<file path="src/sv/chd_pkg.sv">
// Package: shared types, codes and constants of the chunked body decoder.
`timescale 1ns / 1ps

package chd_pkg;

  // Default width of the chunk length register
  localparam int unsigned LEN_BITS_DEF = 32;

  // Depth of the queue between the front and the back
  localparam int unsigned QUEUE_DEPTH = 2;
  localparam int unsigned QPTR_BITS   = $clog2(QUEUE_DEPTH);
  localparam int unsigned QCNT_BITS   = $clog2(QUEUE_DEPTH + 1);

  // Framing characters
  localparam logic [7:0] CH_CR   = 8'h0D;
  localparam logic [7:0] CH_LF   = 8'h0A;
  localparam logic [7:0] CH_SEMI = 8'h3B;

  // Status codes of a result
  localparam logic [1:0] STAT_BUSY  = 2'd0;
  localparam logic [1:0] STAT_DONE  = 2'd1;
  localparam logic [1:0] STAT_ERROR = 2'd2;

  // Decoder phase
  typedef enum logic [2:0] {
    PH_SIZE    = 3'd0,
    PH_EXT     = 3'd1,
    PH_SIZE_LF = 3'd2,
    PH_DATA    = 3'd3,
    PH_DATA_CR = 3'd4,
    PH_DATA_LF = 3'd5,
    PH_DONE    = 3'd6,
    PH_ERROR   = 3'd7
  } phase_e;

  // Classified byte as it travels through the queue
  typedef struct packed {
    logic [7:0] data;
    logic       last;
    logic       is_cr;
    logic       is_lf;
    logic       is_semi;
    logic       is_hex;
    logic [3:0] nibble;
  } chd_item_t;

  // Result fields of one byte
  typedef struct packed {
    logic [7:0] out_byte;
    logic       out_valid;
    logic [1:0] status;
    logic       body_last;
  } chd_res_t;

endpackage

</file>
<file path="src/sv/chd_if.sv">
// Interfaces: byte input channel and result output channel.
`timescale 1ns / 1ps

interface chd_in_if;
  logic       valid;
  logic       ready;
  logic [7:0] in_byte;
  logic       end_of_body;

  modport source (output valid, output in_byte, output end_of_body, input ready);
  modport sink (input valid, input in_byte, input end_of_body, output ready);
endinterface

interface chd_out_if;
  logic       valid;
  logic       ready;
  logic [7:0] out_byte;
  logic       out_valid;
  logic [1:0] status;
  logic       body_last;

  modport source (output valid, output out_byte, output out_valid, output status,
                  output body_last, input ready);
  modport sink (input valid, input out_byte, input out_valid, input status,
                input body_last, output ready);
endinterface

</file>
<file path="src/sv/chd_front.sv">
// Front: accept raw body bytes and classify them for the back.
`timescale 1ns / 1ps

module chd_front
  import chd_pkg::*;
(
  chd_in_if.sink    in_i,
  input  logic      q_ready_i,
  output logic      push_o,
  output chd_item_t item_o
);

  // Accept whenever the queue has room
  assign in_i.ready = q_ready_i;
  assign push_o     = in_i.valid && q_ready_i;

  // Classify the byte: framing characters and hex digit value
  always_comb begin
    item_o         = '0;
    item_o.data    = in_i.in_byte;
    item_o.last    = in_i.end_of_body;
    item_o.is_cr   = (in_i.in_byte == CH_CR);
    item_o.is_lf   = (in_i.in_byte == CH_LF);
    item_o.is_semi = (in_i.in_byte == CH_SEMI);
    if (in_i.in_byte >= 8'h30 && in_i.in_byte <= 8'h39) begin
      item_o.is_hex = 1'b1;
      item_o.nibble = in_i.in_byte[3:0];
    end else if ((in_i.in_byte >= 8'h61 && in_i.in_byte <= 8'h66) ||
                 (in_i.in_byte >= 8'h41 && in_i.in_byte <= 8'h46)) begin
      // Letters a-f and A-F share the low three bits; value is 9 plus them
      item_o.is_hex = 1'b1;
      item_o.nibble = 4'd9 + {1'b0, in_i.in_byte[2:0]};
    end
  end

endmodule

</file>
<file path="src/sv/chd_queue.sv">
// Queue: short FIFO of classified bytes between front and back.
`timescale 1ns / 1ps

module chd_queue
  import chd_pkg::*;
(
  input  logic      clk_i,
  input  logic      rst_ni,
  input  logic      push_i,
  input  chd_item_t item_i,
  output logic      ready_o,
  output logic      head_valid_o,
  output chd_item_t head_o,
  input  logic      pop_i
);

  chd_item_t             mem_q [QUEUE_DEPTH];
  logic [QPTR_BITS-1:0] wr_ptr_q, wr_ptr_d;
  logic [QPTR_BITS-1:0] rd_ptr_q, rd_ptr_d;
  logic [QCNT_BITS-1:0] cnt_q, cnt_d;

  assign ready_o      = (cnt_q != QCNT_BITS'(QUEUE_DEPTH));
  assign head_valid_o = (cnt_q != '0);
  assign head_o       = mem_q[rd_ptr_q];

  // Advance pointers and count
  always_comb begin
    wr_ptr_d = wr_ptr_q;
    rd_ptr_d = rd_ptr_q;
    cnt_d    = cnt_q;
    if (push_i) begin
      wr_ptr_d = (wr_ptr_q == QPTR_BITS'(QUEUE_DEPTH - 1)) ? '0 : wr_ptr_q + 1'b1;
    end
    if (pop_i) begin
      rd_ptr_d = (rd_ptr_q == QPTR_BITS'(QUEUE_DEPTH - 1)) ? '0 : rd_ptr_q + 1'b1;
    end
    if (push_i && !pop_i) begin
      cnt_d = cnt_q + 1'b1;
    end else if (pop_i && !push_i) begin
      cnt_d = cnt_q - 1'b1;
    end
  end

  always_ff @(posedge clk_i or negedge rst_ni) begin
    if (!rst_ni) begin
      wr_ptr_q <= '0;
      rd_ptr_q <= '0;
      cnt_q    <= '0;
    end else begin
      wr_ptr_q <= wr_ptr_d;
      rd_ptr_q <= rd_ptr_d;
      cnt_q    <= cnt_d;
    end
  end

  // Store the pushed item
  always_ff @(posedge clk_i) begin
    if (push_i) begin
      mem_q[wr_ptr_q] <= item_i;
    end
  end

  // Never overfilled, never popped empty
  a_cnt_bound: assert property (@(posedge clk_i) disable iff (!rst_ni)
    cnt_q <= QCNT_BITS'(QUEUE_DEPTH))
    else $error("queue count beyond depth");
  a_no_pop_empty: assert property (@(posedge clk_i) disable iff (!rst_ni)
    pop_i |-> cnt_q != '0)
    else $error("pop from empty queue");

endmodule

</file>
<file path="src/sv/chd_back.sv">
// Back: run the chunk framing state machine and hold the result register.
`timescale 1ns / 1ps

module chd_back
  import chd_pkg::*;
#(
  parameter int unsigned LEN_BITS = LEN_BITS_DEF
) (
  input  logic      clk_i,
  input  logic      rst_ni,
  input  logic      head_valid_i,
  input  chd_item_t head_i,
  output logic      pop_o,
  chd_out_if.source out_o
);

  phase_e              phase_q, phase_d;
  logic [LEN_BITS-1:0] len_q, len_d;
  logic                seen_q, seen_d;
  logic                ovld_q;
  chd_res_t            res_q, res_d;
  logic                size_ok;

  // Take the next item when the result register is free or being drained
  assign pop_o = head_valid_i && (!ovld_q || out_o.ready);

  // A digit may enter only while the top nibble of the length is clear
  assign size_ok = head_i.is_hex && (len_q[LEN_BITS-1 -: 4] == 4'd0);

  // Next state
  always_comb begin
    phase_d = phase_q;
    len_d   = len_q;
    seen_d  = seen_q;
    case (phase_q)
      PH_SIZE: begin
        if (head_i.is_semi) begin
          phase_d = PH_EXT;
        end else if (head_i.is_cr) begin
          phase_d = seen_q ? PH_SIZE_LF : PH_ERROR;
        end else if (!size_ok) begin
          phase_d = PH_ERROR;
        end else begin
          len_d  = {len_q[LEN_BITS-5:0], head_i.nibble};
          seen_d = 1'b1;
        end
      end
      PH_EXT: begin
        if (head_i.is_cr) begin
          phase_d = seen_q ? PH_SIZE_LF : PH_ERROR;
        end else if (head_i.is_lf) begin
          phase_d = PH_ERROR;
        end
      end
      PH_SIZE_LF: begin
        if (!head_i.is_lf) begin
          phase_d = PH_ERROR;
        end else if (len_q == '0) begin
          phase_d = PH_DONE;
        end else begin
          phase_d = PH_DATA;
        end
      end
      PH_DATA: begin
        len_d = len_q - LEN_BITS'(1);
        if (len_q == LEN_BITS'(1)) begin
          phase_d = PH_DATA_CR;
        end
      end
      PH_DATA_CR: begin
        phase_d = head_i.is_cr ? PH_DATA_LF : PH_ERROR;
      end
      PH_DATA_LF: begin
        if (head_i.is_lf) begin
          phase_d = PH_SIZE;
          len_d   = '0;
          seen_d  = 1'b0;
        end else begin
          phase_d = PH_ERROR;
        end
      end
      PH_DONE: begin
        phase_d = PH_DONE;
      end
      default: begin
        phase_d = PH_ERROR;
      end
    endcase
  end

  // Result fields
  always_comb begin
    res_d           = '0;
    res_d.out_valid = (phase_q == PH_DATA);
    res_d.out_byte  = res_d.out_valid ? head_i.data : 8'd0;
    res_d.body_last = head_i.last;
    if (phase_d == PH_DONE) begin
      res_d.status = STAT_DONE;
    end else if (phase_d == PH_ERROR || head_i.last) begin
      res_d.status = STAT_ERROR;
    end else begin
      res_d.status = STAT_BUSY;
    end
  end

  // Update state on each transfer; drop back to the size line at body end
  always_ff @(posedge clk_i or negedge rst_ni) begin
    if (!rst_ni) begin
      phase_q <= PH_SIZE;
      len_q   <= '0;
      seen_q  <= 1'b0;
      ovld_q  <= 1'b0;
    end else begin
      if (pop_o) begin
        if (head_i.last) begin
          phase_q <= PH_SIZE;
          len_q   <= '0;
          seen_q  <= 1'b0;
        end else begin
          phase_q <= phase_d;
          len_q   <= len_d;
          seen_q  <= seen_d;
        end
        ovld_q <= 1'b1;
      end else if (out_o.ready) begin
        ovld_q <= 1'b0;
      end
    end
  end

  // Hold the result payload
  always_ff @(posedge clk_i) begin
    if (pop_o) begin
      res_q <= res_d;
    end
  end

  assign out_o.valid     = ovld_q;
  assign out_o.out_byte  = res_q.out_byte;
  assign out_o.out_valid = res_q.out_valid;
  assign out_o.status    = res_q.status;
  assign out_o.body_last = res_q.body_last;

  a_data_len: assert property (@(posedge clk_i) disable iff (!rst_ni)
    phase_q == PH_DATA |-> len_q != '0)
    else $error("data phase with zero length");
  a_last_final: assert property (@(posedge clk_i) disable iff (!rst_ni)
    ovld_q && res_q.body_last |-> res_q.status != STAT_BUSY)
    else $error("body end without final status");
  a_payload_busy: assert property (@(posedge clk_i) disable iff (!rst_ni)
    ovld_q && res_q.out_valid && !res_q.body_last |-> res_q.status == STAT_BUSY)
    else $error("payload byte with final status");
  a_end_resets: assert property (@(posedge clk_i) disable iff (!rst_ni)
    pop_o && head_i.last |=> phase_q == PH_SIZE && len_q == '0 && !seen_q)
    else $error("state not cleared after body end");

endmodule

</file>
<file path="src/sv/http_chunked_body_decoder.sv">
// Top level: HTTP chunked body decoder, front classifier, queue and back engine.
//
//   channel | dir | handshake      | payload
//   in_i    | in  | valid / ready  | in_byte[7:0], end_of_body
//   out_o   | out | valid / ready  | out_byte[7:0], out_valid, status[1:0], body_last
//
// One result per input byte. A byte passes through a queue entry and then
// the output register; one byte per cycle is sustained while the output is
// ready, since the back updates its phase and length with each byte taken.
// The two-entry queue lets the front keep accepting while the output stalls.
// Reset clears the queue, the phase, the length and the output valid.
`timescale 1ns / 1ps

module http_chunked_body_decoder
  import chd_pkg::*;
#(
  parameter int unsigned LEN_BITS = LEN_BITS_DEF
) (
  input  logic      clk_i,
  input  logic      rst_ni,
  chd_in_if.sink    in_i,
  chd_out_if.source out_o
);

  logic      push;
  logic      pop;
  logic      q_ready;
  logic      head_valid;
  chd_item_t item;
  chd_item_t head;

  chd_front u_front (
    .in_i      (in_i),
    .q_ready_i (q_ready),
    .push_o    (push),
    .item_o    (item)
  );

  chd_queue u_queue (
    .clk_i        (clk_i),
    .rst_ni       (rst_ni),
    .push_i       (push),
    .item_i       (item),
    .ready_o      (q_ready),
    .head_valid_o (head_valid),
    .head_o       (head),
    .pop_i        (pop)
  );

  chd_back #(
    .LEN_BITS (LEN_BITS)
  ) u_back (
    .clk_i        (clk_i),
    .rst_ni       (rst_ni),
    .head_valid_i (head_valid),
    .head_i       (head),
    .pop_o        (pop),
    .out_o        (out_o)
  );

endmodule
</file>
<file path="src/flat_wrapper.sv">
// flat-port wrapper written by rule: the top's interface ports become plain ports
module http_chunked_body_decoder_flat import chd_pkg::*;
#(
  parameter int unsigned LEN_BITS = LEN_BITS_DEF
)
  (clk_i, rst_ni, in_i_valid, in_i_in_byte, in_i_end_of_body, in_i_ready, out_o_valid, out_o_out_byte, out_o_out_valid, out_o_status, out_o_body_last, out_o_ready);
  chd_in_if in_i_i ();
  chd_out_if out_o_i ();
  input  logic clk_i;
  input  logic rst_ni;
  input wire logic [$bits(in_i_i.valid)-1:0] in_i_valid;
  input wire logic [$bits(in_i_i.in_byte)-1:0] in_i_in_byte;
  input wire logic [$bits(in_i_i.end_of_body)-1:0] in_i_end_of_body;
  output wire logic [$bits(in_i_i.ready)-1:0] in_i_ready;
  output wire logic [$bits(out_o_i.valid)-1:0] out_o_valid;
  output wire logic [$bits(out_o_i.out_byte)-1:0] out_o_out_byte;
  output wire logic [$bits(out_o_i.out_valid)-1:0] out_o_out_valid;
  output wire logic [$bits(out_o_i.status)-1:0] out_o_status;
  output wire logic [$bits(out_o_i.body_last)-1:0] out_o_body_last;
  input wire logic [$bits(out_o_i.ready)-1:0] out_o_ready;
  assign in_i_i.valid = in_i_valid;
  assign in_i_i.in_byte = in_i_in_byte;
  assign in_i_i.end_of_body = in_i_end_of_body;
  assign in_i_ready = in_i_i.ready;
  assign out_o_valid = out_o_i.valid;
  assign out_o_out_byte = out_o_i.out_byte;
  assign out_o_out_valid = out_o_i.out_valid;
  assign out_o_status = out_o_i.status;
  assign out_o_body_last = out_o_i.body_last;
  assign out_o_i.ready = out_o_ready;
  http_chunked_body_decoder #(.LEN_BITS(LEN_BITS)) u_core (.clk_i(clk_i), .rst_ni(rst_ni), .in_i(in_i_i), .out_o(out_o_i));
endmodule
</file>
<file path="config.mk">
export PLATFORM = sky130hd
export DESIGN_NAME = http_chunked_body_decoder_flat
export DESIGN_NICKNAME = d
export VERILOG_FILES = /design/src/sv/chd_pkg.sv /design/src/sv/chd_if.sv /design/src/sv/chd_front.sv /design/src/sv/chd_queue.sv /design/src/sv/chd_back.sv /design/src/sv/http_chunked_body_decoder.sv /design/src/flat_wrapper.sv
export SDC_FILE = /design/constraint.sdc
export NUM_CORES = 1
export LEC_CHECK = 0
export BUFFER_PORTS_ARGS = -buffer_cell sky130_fd_sc_hd__buf_4
export CORE_AREA = 2 2 109 111
export CTS_CLUSTER_DIAMETER = 100
export DETAILED_ROUTE_END_ITERATION = 10
export DIE_AREA = 0 0 111 113
export PLACE_DENSITY = 0.68
export SLEW_MARGIN = 10
export SYNTH_ARGS = -nofsm -noshare
export SYNTH_HDL_FRONTEND = slang
export SYNTH_SLANG_ARGS = --single-unit
</file>
<file path="constraint.sdc">
create_clock -name clk_i -period 3.9 [get_ports clk_i]
set_input_delay 0 -clock clk_i [delete_from_list [all_inputs] [get_ports clk_i]]
set_output_delay 0 -clock clk_i [all_outputs]
set_load 0.05 [all_outputs]
</file>
# --- Yosys cells after proc, flatten, opt, wreduce, memory -nomap -nowiden ---
# Memory sizes are Yosys's and may differ from the RTL's.
# Cells that the tools add are included.
word_totals:
  inputBits: 13
  elab_cells: 101
  reg_bits: 53
  out_inout_bits: 14
  ramBits: 34
  mem_count: 1
  rom_bits: 0
  latchBits: 0
mem_list:
  columns: ["memory", "depth", "word_bits", "rd", "rd_ports_with_merged_regs", "wr", "line_no", "text"]
  rows:
  - ["u_core.u_queue.mem_q", 2, 17, 1, 0, 1, "chd_queue.sv:17", "chd_item_t mem_q [QUEUE_DEPTH];"]
classes:
  n_mux: 36
  n_eq_ne: 17
  add_sub_neg: 6
  shift: 0
  order_cmp: 6
  bitwise_logic: 0
  div_mod_pow: 0
  mul: 0
  n_reduce_logical: 24
ops:
  columns: ["op", "count"]
  rows:
  - ["$mux 32", 5]
  - ["$pmux 32 s3", 1]
  - ["$mux 3", 11]
  - ["$eq 32x1->1 const B", 1]
  - ["$logic_not 32->1", 1]
  - ["$sub 32x1->32 const B", 1]
  - ["$pmux 3 s7", 1]
  - ["$eq 8x4->1 const B", 2]
  - ["$ge 8x7->1 const B", 2]
  - ["$le 8x7->1 const B", 2]
  - ["$eq 3x3->1 const B", 5]
  - ["$ne 3x3->1 const B", 4]
  - ["$reduce_and 6->1", 2]
  - ["$mux 1", 11]
  - ["$mux 5", 2]
  - ["$eq 8x6->1 const B", 1]
  - ["$ge 8x6->1 const B", 1]
  - ["$le 8x6->1 const B", 1]
  - ["$logic_and 1x1->1", 8]
  - ["$mux 2", 4]
  - ["$eq 3x2->1 const B", 2]
  - ["$reduce_bool 2->1", 3]
  - ["$add 4x3->4 const A", 1]
  - ["$logic_not 4->1", 1]
  - ["other kinds (11)", 16]

# --- Logic depth before layout (Yosys ltp) ---
# Gate-level depths: netlist of run 1.
logic_depth:
  ltp_word: 9
  mapped_depth: 9
  depth_no_buf: 8

# --- By module ---
# From an unflattened synthesis of run 1, not the netlist that was laid out.
hier_totals:
  cells_unflattened: 468
  hier_area_um2: 4893.4
by_module_without_submodules:
  columns: ["module", "area_each_um2", "cells_each", "n_inst", "seq_area_each_um2"]
  rows:
  - ["chd_back", 3091.7, 359, 1, 1286.2]
  - ["chd_queue", 1466.4, 69, 1, 1121.1]
  - ["chd_front", 335.3, 40, 1, 0.0]

# --- Worst setup path after synthesis of run 1 ---
# No wires, ideal clock.
synth_timing:
  path_type: "register to register"
  startpoint: "register u_core.u_queue.cnt_q[0]"
  endpoint: "memory u_core.u_queue.mem_q[0][0] in the netlist's numbering (enable)"
  t_arrival_ps: 1826
  t_required_ps: 3509
  period_less_slack_ps: 2217
  setup_time_ps: 391
  n_path_buf: 0
  slack_ps: 1683
  path_stages_with_launch: 4
  path_cell_list: "dfrtp_1 -> nand2b_1 -> nand2_1 -> nor2_1"
synth_via:
  elab_chain_len: 4
synth_lines:
  columns: ["element", "line_no", "text"]
  rows:
  - ["start: declaration", "chd_queue.sv:20", "logic [QCNT_BITS-1:0] cnt_q, cnt_d;"]
  - ["start signal: assignment", "chd_queue.sv:52", "cnt_q <= cnt_d;"]
  - ["$ne 2x2->1", "chd_queue.sv:22", "assign ready_o = (cnt_q != QCNT_BITS'(QUEUE_DEPTH));"]
  - ["named net in_i_ready", "flat_wrapper.sv:14", "output wire logic [$bits(in_i_i.ready)-1:0] in_i_ready;"]
  - ["$logic_and 1x1->1", "chd_front.sv:15", "assign push_o = in_i.valid && q_ready_i;"]
  - ["$mux 1", "chd_queue.sv:58", "if (push_i) begin"]
  - ["$mux 1 (not written as such)", "chd_queue.sv:59", "mem_q[wr_ptr_q] <= item_i;"]
  - ["end: declaration", "chd_queue.sv:17", null]
# The timed path passes the listed nets, and every way through them passes these cells.

# --- Worst setup path in the final report of run 1 ---
layout_timing:
  startpoint: "register u_core.u_queue.rd_ptr_q"
  endpoint: "register u_core.u_back.len_q[15]"
layout_via:
  elab_chain_len: 4
  word_cells_on_any_way: 9
  cone_classes: "4 x eq/ne; 1 x mux; 3 x reduce/logical; 1 x memory"
layout_lines:
  columns: ["element", "line_no", "text"]
  rows:
  - ["start: declaration", "chd_queue.sv:19", "logic [QPTR_BITS-1:0] rd_ptr_q, rd_ptr_d;"]
  - ["start signal: assignment", "chd_queue.sv:51", "rd_ptr_q <= rd_ptr_d;"]
  - ["$mem_v2 2x17 (*)", null, null]
  - ["$logic_and 1x1->1", "chd_back.sv:28", "assign size_ok = head_i.is_hex && (len_q[LEN_BITS-1 -: 4] == 4'd0);"]
  - ["$ne 3x3->1 (no source line)", null, null]
  - ["$reduce_and 6->1 (no source line)", null, null]
  - ["end signal: assignment", "chd_back.sv:121", "len_q <= len_d;"]
  - ["end: declaration", "chd_back.sv:18", "logic [LEN_BITS-1:0] len_q, len_d;"]
# Every way passes the cells marked *; elsewhere a longest branch is shown, timed or not.
# A chain may end at the register's enable or synchronous reset.

==> results.md, run 1 <==
Status:
- The flow ran to the end, and the final reports show no timing, DRC or antenna violations.

Synthesis:
- The cell type contributing the most total cell area after synthesis is edfxtp_1.
- The flip-flop and latch count after synthesis is 87.
- By area the synthesized netlist is led by edfxtp_1 29%, dfrtp_1 22%, o21ai_1 5.3%.
- In the synthesized netlist, the number of instances is 453.
- The count of flip-flops with a built-in enable after synthesis is 46.
- The primary flip-flop cell chosen by synthesis mapping is edfxtp_1.
- Of the synthesized area, sequential elements account for 0.511.
- The post-synthesis compound-gate area fraction came to 0.177.
- The post-synthesis adder-cell area fraction is 0.0212.
- The post-synthesis instance area is 4710 sq um.
- Of all flip-flops after synthesis, the portion carrying an async set or reset was 0.471.
- The portion of synthesized area spent on multiplexers is 0.0411.
- For this run, the number of Yosys warnings is 0.
- Of the total synthesized cell area, the portion taken by XOR and XNOR cells is 0.0186.
- The leading cell type by number of instances after synthesis is o21ai_1.
- The simple-gate share of the synthesized area is 0.195.
- The area fraction of the dominant cell type after synthesis is 0.293.
- The total nets after synthesis is 474.
- Ranked by instance count, the synthesized netlist is headed by 50 x o21ai_1, 46 x edfxtp_1, 45 x nor2_1, 41 x dfrtp_1, 30 x nand2_1.
- The mean instance size in the synthesized netlist is 10.4 sq um.
- The number of unique standard cell types used by synthesis is 69.
- The combinational family with the most area after synthesis is simple AND/OR/NAND/NOR gates.

Placed design:
- Detailed placement finished with a half-perimeter wire length of 7.03 mm.
- The count of input and output buffers is 26.
- The weighted congestion reported at the end of routability-driven placement is 0.831.
- The area of placed instances is 5030 sq um.

Floorplan:
- The initial utilization of the core area, before any placement, comes to 0.418.
- The y dimension of the die is 113 um.
- The initialized floorplan defines 39 standard-cell rows.
- The floorplan step defined a die boundary enclosing 12500 sq um.
- The number of placed I/O pins is 27.
- The die width is 111 um.
- In this run the standard cell core region covers 11300 sq um.

Clock tree:
- After clock tree synthesis, the clock-pin slew on the worst setup and hold paths is 70 ps.
- The maximum clock insertion buffer count is 2.
- Post-CTS timing repair inserted 0 buffers for setup.
- The TritonCTS clock tree is done.
- The root buffer cell is clkbuf_16.
- The total number of H-tree levels is 3.
- The insertion delay of the later-clocked pin in the worst-skew pair is 340 ps.
- The TritonCTS sink count is 87.
- The total clock buffers created by CTS is 9.

Route:
- The final antenna-violating net count is 0.
- After the first detailed-routing iteration, the DRC count stood at 284.
- The overall routed net length is 10.7 mm.
- Dividing the detail-routed via count by the number of cells gives 5.83.
- For this run, design rule violations remaining after detail routing come to 0.
- The number of search-and-repair iterations in the first detailed-routing pass is 5.
- Dividing the detail-routed wire length by the instance count gives 16.9 um.
- For this block, the via count after detailed routing is 3694.

Run:
- Max-cap violations in this run came to 0.

Power:
- In this run the power density over the cells is 987 nW/um^2.
- The static power due to leakage is 0.00218 uW.
- The power share of the clock group is 0.162.
- The proportion of total power due to net switching is 0.480.
- IR analysis of the VDD net gives a maximum drop of 0.420 mV.
- The switching power is 2590 uW.
- The portion of total power attributed to combinational logic is 0.535.
- The internal power component is 2800 uW.
- The part of the power in registers is 0.304.

Setup path:
- The slowest stage of the critical path belongs to the cell dfrtp_1.
- In this run the worst path has a maximum fanout of 37.
- The critical path is of the reg -> reg type.
- The longest individual stage delay on the worst path is 470 ps.
- The data required time at the worst endpoint is 4180 ps.
- The arrival time at the worst endpoint is 3120 ps.
- The nature of the critical path startpoint is a flip-flop.
- STA classifies the critical path endpoint as a flip-flop.
- Walking the worst path, the cells encountered are buf_4 -> mux2_2 -> nor4_2 -> a211o_2 -> nand2_2 -> nor2_1 -> a22o_1.

STA:
- Across the routed clock network, the largest skew measured is 9.10 ps.
- Static timing analysis puts the maximum clock frequency at 352 MHz.
- Setup repair after global routing left no endpoint under its margin.
- The normalized max-slew margin is 0.333.
- The final setup violation count is 0.
- The final count of hold timing violations is 0.
- The actual transition at the worst max-transition pin is 988 ps.
- The final max-slew violation count is 0.
- The share of the cycle needed by the critical path after routing is 0.728.
- The final-layout setup total negative slack is 0 ps.
- The final period demand of the worst path is 2840 ps.

GRT:
- The number of antenna violations at the first check in global routing was 0.
- The total overflow left after global routing is 0.
- The via count of the first global-routing pass was 3525.
- The overall track demand over capacity in global routing is 0.173.
- The wire length of the first global-routing pass is 17.6 mm.
- The pin count of the biggest net entering global routing is 42.

Min path:
- The worst min-delay path class is in -> async.

Finish:
- The antenna diode count is 0.
- The final layout contains 507 nets.
- The area growth from synthesis to layout is 15.9%.
- The total non-filler cell area in the finished layout is 5460 sq um.
- In the final layout, the share of cells above drive strength 1 is 0.151.
- Counting the fill cells in the layout gives 1003.
[flip-flops by register name, indices dropped and copies added (netlist names), 2 cells and up]
register,count
u_core.u_queue.cnt_q,2
u_core.u_back.out_o.out_byte,8
u_core.u_back.out_o.status,2
u_core.u_back.phase_q,3
u_core.u_queue.mem_q,34
u_core.u_back.len_q,32
[power by group through the flow]
stage | clock network (uW) | registers (uW) | logic [uW]
6_report | 871 | 1640 | 2880
2_1_floorplan | 0 | 1720 | 2100
4_1_cts | 891 | 1630 | 2860
3_5_place_dp | 0 | 1650 | 2830
3_3_place_gp | 0 | 1640 | 2790
5_1_grt | 918 | 1680 | 3150
[stage by stage]
stage               hold slack [ps]  std cells  worst slack [ps]  power, uW  utilization
CTS                             205        634              1090       5380        0.485
global placement               23.6        606              1150       4430        0.447
detailed placement             32.6        606              1120       4480        0.447
finish                          190        634              1060       5390        0.485
floorplan                      -296        453              1680       3820            -
global route                    237        634               889       5750        0.485
[worst paths after layout]
check / end / startpoint / slack [ps] / depth (start not counted)
setup / recovery: u_core.u_back.len_q[15] / u_core.u_queue.rd_ptr_q / 1060 / 7
max in group asynchronous: u_core.u_back.len_q[2] / rst_ni / 3330 / 2
setup reg to reg: u_core.u_back.len_q[15] / u_core.u_queue.rd_ptr_q / 1060 / 7
hold reg to reg: u_core.u_queue.wr_ptr_q / u_core.u_queue.wr_ptr_q / 500 / 1
min in group clk_i: u_core.u_queue.mem_q[0][14] / in_i_in_byte[5] / 400 / 2
hold / removal: u_core.u_back.phase_q[0] / rst_ni / 190 / 2
[worst max-delay path: cells and delay by family, from the launching register on]
| family | cells | cell delay, ps |
|---|---|---|
| AND/OR/NAND/NOR | 3 | 1170 |
| flip-flops | 1 | 470 |
| AO/OA/AOI/OAI | 2 | 430 |
| multiplexers | 1 | 400 |
| buffers and inverters | 1 | 310 |
[final cells by class]
type / instances / area [sq um] / share of cell area
flip-flops and latches: 87 / 2410 / 0.441
multi-input cells: 325 / 2140 / 0.391
repair buffers: 44 / 360 / 0.0660
clock buffers: 9 / 225 / 0.0412
well taps: 143 / 179 / 0.0328
clock inverters: 7 / 83.8 / 0.0153
inverters: 19 / 71.3 / 0.0131
[layer usage]
| metal | part of all wire | track usage |
|---|---|---|
| met3 | 0.050 | 0.0257 |
| met4 | 0.011 | 0.0542 |
| met5 | 0 | 0 |
| met2 | 0.49 | 0.292 |
| met1 | 0.45 | 0.232 |
[repair_timing]
| item | in CTS | in global routing |
|---|---|---|
| resized for setup | 0 | 0 |
| endpoints found under the hold margin | 61 | 0 |
| hold buffers | 12 | 0 |
[cells in the final DEF, fill, tap and decap left out, drive strengths merged, types with 4 or more instances in the layout]
| cell | n |
|---|---|
| edfxtp | 46 |
| dfrtp | 41 |
| nor3 | 22 |
| a21oi | 21 |
| nor4 | 16 |
| buf | 32 |
| clkbuf | 9 |
| nand3 | 5 |
| xor2 | 6 |
| xnor2 | 4 |
| a32oi | 10 |
| and3 | 5 |
| nor2 | 45 |
| a31oi | 4 |
| o21ai | 59 |
| nand2 | 31 |
| mux2i | 16 |
| dlygate4sd3 | 12 |
| nand2b | 5 |
| o22ai | 6 |
| and2 | 6 |
| inv | 23 |
| a22oi | 7 |
| ha | 8 |
[logic make-up (layout without fill, tap and decap cells)]
family / Yosys count / after routing
DFF: 87 / 87
and+or+nand+nor: 156 / 156
adders and majority gates: 8 / 8
muxes: 19 / 19
AOI/OAI and AO/OA: 132 / 132
buffers and inverters: 41 / 79
xor gates and xnor gates: 10 / 10
(Power assumes the default switching activity.)
==> run 2: changes to the inputs <==
- PLACE_DENSITY: 0.68 -> 0.7
- clock period: 3.9 -> 2.6 ns (I/O delays scaled with it)
==> run 2 against run 1 <==
Clock skew is 5.6 ps higher; critical path type unchanged; final cell count rose by 2.1%; routed wire length grew 1.5%; maximum frequency is 17% higher; highest routed layer unchanged; total power grew 54%; critical endpoint is now u_core.u_back.len_q[6].
==> results.md, run 2 (same netlist as run 1, synthesis figures left out) <==
Placed design:
- The detailed placement HPWL is 7.39 mm.
- The count of input and output buffers is 26.
- At the end of routability-driven placement, the weighted congestion stood at 0.893.

STA:
- The share of the cycle needed by the critical path after routing is 0.929.
- The maximum clock frequency is 414 MHz.
- The final-layout setup total negative slack is 0 ps.
- For the finished layout, the period the worst path requires is 2420 ps.
- Across all hold checks on the routed design, the worst slack comes to 185 ps.
- The normalized max-slew margin is 0.362.
- The final setup violation count is 0.
- The final max-slew violation count is 0.
- The final count of hold timing violations is 0.
- Clock skew on the completed layout was measured at 14.7 ps.
- Setup repair after global routing left no endpoint under its margin.
- The actual transition at the worst max-transition pin is 956 ps.

GRT:
- The number of antenna violations at the first check in global routing was 0.
- The global route total overflow is 0.
- The first global-routing pass estimated 18.1 mm of wire.
- Entering global routing, the biggest net connects 42 pins.
- The via count of the first global-routing pass is 3664.
- Across every metal layer, demand over resource in global routing totals 0.178.

Route:
- The via count normalized by instance count is 5.79.
- In the final routed layout, each cell accounts on average for 16.8 um.
- The overall routed net length is 10.9 mm.
- Before antenna repair, the detailed router went through 5 iterations.
- The DRC violation count after routing is 0.
- The detailed router placed 3746 vias in this run.
- In this run the remaining antenna-violating nets after routing total 0.
- The DRC marker count from the first detailed-route iteration is 219.

Setup path:
- Data on the critical path is required at its endpoint by 2800 ps.
- For this run, the slowest stage of the critical path takes 530 ps.
- Of all nets on the critical path, the largest fanout is 18.
- The arrival time at the worst endpoint is 2620 ps.
- The signal on the critical path passes through or4_4 -> nor4_2 -> a211o_2 -> nand2_2 -> buf_12 -> a31o_1 -> o2bb2ai_1.
- The buffer and inverter count on the worst path is 1.
- The worst-case reg-to-reg path depth is 7.
- The critical path is of the reg -> reg type.
- The kind of cell with the highest combined delay on the critical path is simple AND/OR/NAND/NOR gates.
- The cell depth of the worst setup path is 7.
- Among all stages on the critical path, the largest delay is contributed by or4_4.
- STA classifies the critical path startpoint as a flip-flop.
- The critical path endpoint category is a flip-flop.

Floorplan:
- In this run the core area contains 39 standard-cell rows.
- The die width is 111 um.
- The initial cell density of the core is 0.418.
- The y dimension of the die is 113 um.
- The floorplan step defined a die boundary enclosing 12500 sq um.
- After floorplanning, the core was sized to cover 11300 sq um.
- During I/O placement, the number of pins put on the boundary was 27.

Power:
- The power density over the cells is 1500 nW/um^2.
- The overall power consumption is 8330 uW.
- Summed over all cells, the static leakage comes to 0.00224 uW.
- Across the VDD grid, the largest voltage drop is 0.704 mV.

Finish:
- The library cells used most frequently in the layout, excluding fill and tap cells, are 50 x o21ai_1, 46 x edfxtp_1, 45 x nor2_1.
- The register with the most flip-flops in the layout has 34 of them.
- The layout filler cell count is 985.
- 0 antenna diodes ended up in the layout.
- In the final layout, the share of cells above drive strength 1 is 0.173.
- The register area is 2410 sq um.
- The register with the most flip-flops is u_core.u_queue.mem_q.
- The library cell used most frequently in the layout, excluding fill and tap cells, is o21ai_1.
- The area used by multi-input combinational logic is 2140 sq um.
- The area growth from synthesis to layout is 18.1%.
- After the last flow step, the layout net total stands at 520.

Status:
- The flow ran to the end, and the final reports show no timing, DRC or antenna violations.

Clock tree:
- The total number of H-tree levels is 3.
- TritonCTS built the clock tree.
- The post-CTS repair timing setup buffer count is 0.
- After clock tree synthesis, the clock-pin slew on the worst setup and hold paths is 80 ps.
- The number of gates resized after CTS was 0.
- The count of hold-fix buffers inserted at cts is 12.
- The insertion delay of the later-clocked pin in the worst-skew pair is 340 ps.
- In this run the clock root is driven by a clkbuf_16.
- Counting every sink on the clock net gives 87.
- Clock tree synthesis inserted a total of 9 buffers.
- The maximum clock insertion buffer count is 2.

Run:
- The count of max-cap constraint violations is 0.

Min path:
- In this run the worst hold path is classified as in -> async.
==> run 2: layer usage <==
metal	wire length (um)	track usage	up-vias
li1	-	-	1797
met1	4770	0.229	1833
met2	5470	0.301	100
met3	508	0.0370	16
met4	147	0.0592	0
met5	0	0	-
==> run 2: through the flow <==
stage                      util  instances  setup slack [ps]  area (sq um)
after floorplan               -        453               383          4710
after global placement    0.456        619               300          5140
after detailed placement  0.456        619               216          5140
after CTS                 0.494        647               191          5560
after global routing      0.494        647              54.7          5560
final                     0.494        647               184          5560
==> run 2: where the power goes <==
group          leakage (uW)  total [uW]  internal, uW  switching (uW)
registers          0.000988        2440          1960             484
clock network      0.000145        1280           681             600
logic               0.00111        4600          1740            2860
==> run 2: worst register-to-register path, cell delays in order (launching register included) <==
cell and delay, ps:
dfrtp_1 450, or4_4 530, nor4_2 330, a211o_2 230
nand2_2 200, buf_12 240, a31o_1 190, o2bb2ai_1 120
==> run 2: final timing paths <==
check                                        start                         end  slack [ps]
min in group clk_i                in_i_end_of_body  u_core.u_queue.mem_q[0][8]         390
hold / removal                              rst_ni     u_core.u_back.len_q[20]         180
max in group asynchronous                   rst_ni     u_core.u_back.len_q[19]        2020
hold reg to reg            u_core.u_queue.wr_ptr_q     u_core.u_queue.wr_ptr_q         510
setup reg to reg           u_core.u_back.len_q[28]      u_core.u_back.len_q[6]         180
setup / recovery           u_core.u_back.len_q[28]      u_core.u_back.len_q[6]         180
==> run 2: layout make-up <==
| cell class | instances | share of cell area |
|---|---|---|
| clock buffer | 9 | 0.0405 |
| multi-input combinational | 325 | 0.384 |
| sequential | 87 | 0.433 |
| tap | 143 | 0.0322 |
| inverter | 19 | 0.0128 |
| clock inverter | 7 | 0.0135 |
| timing repair buffer | 57 | 0.0846 |
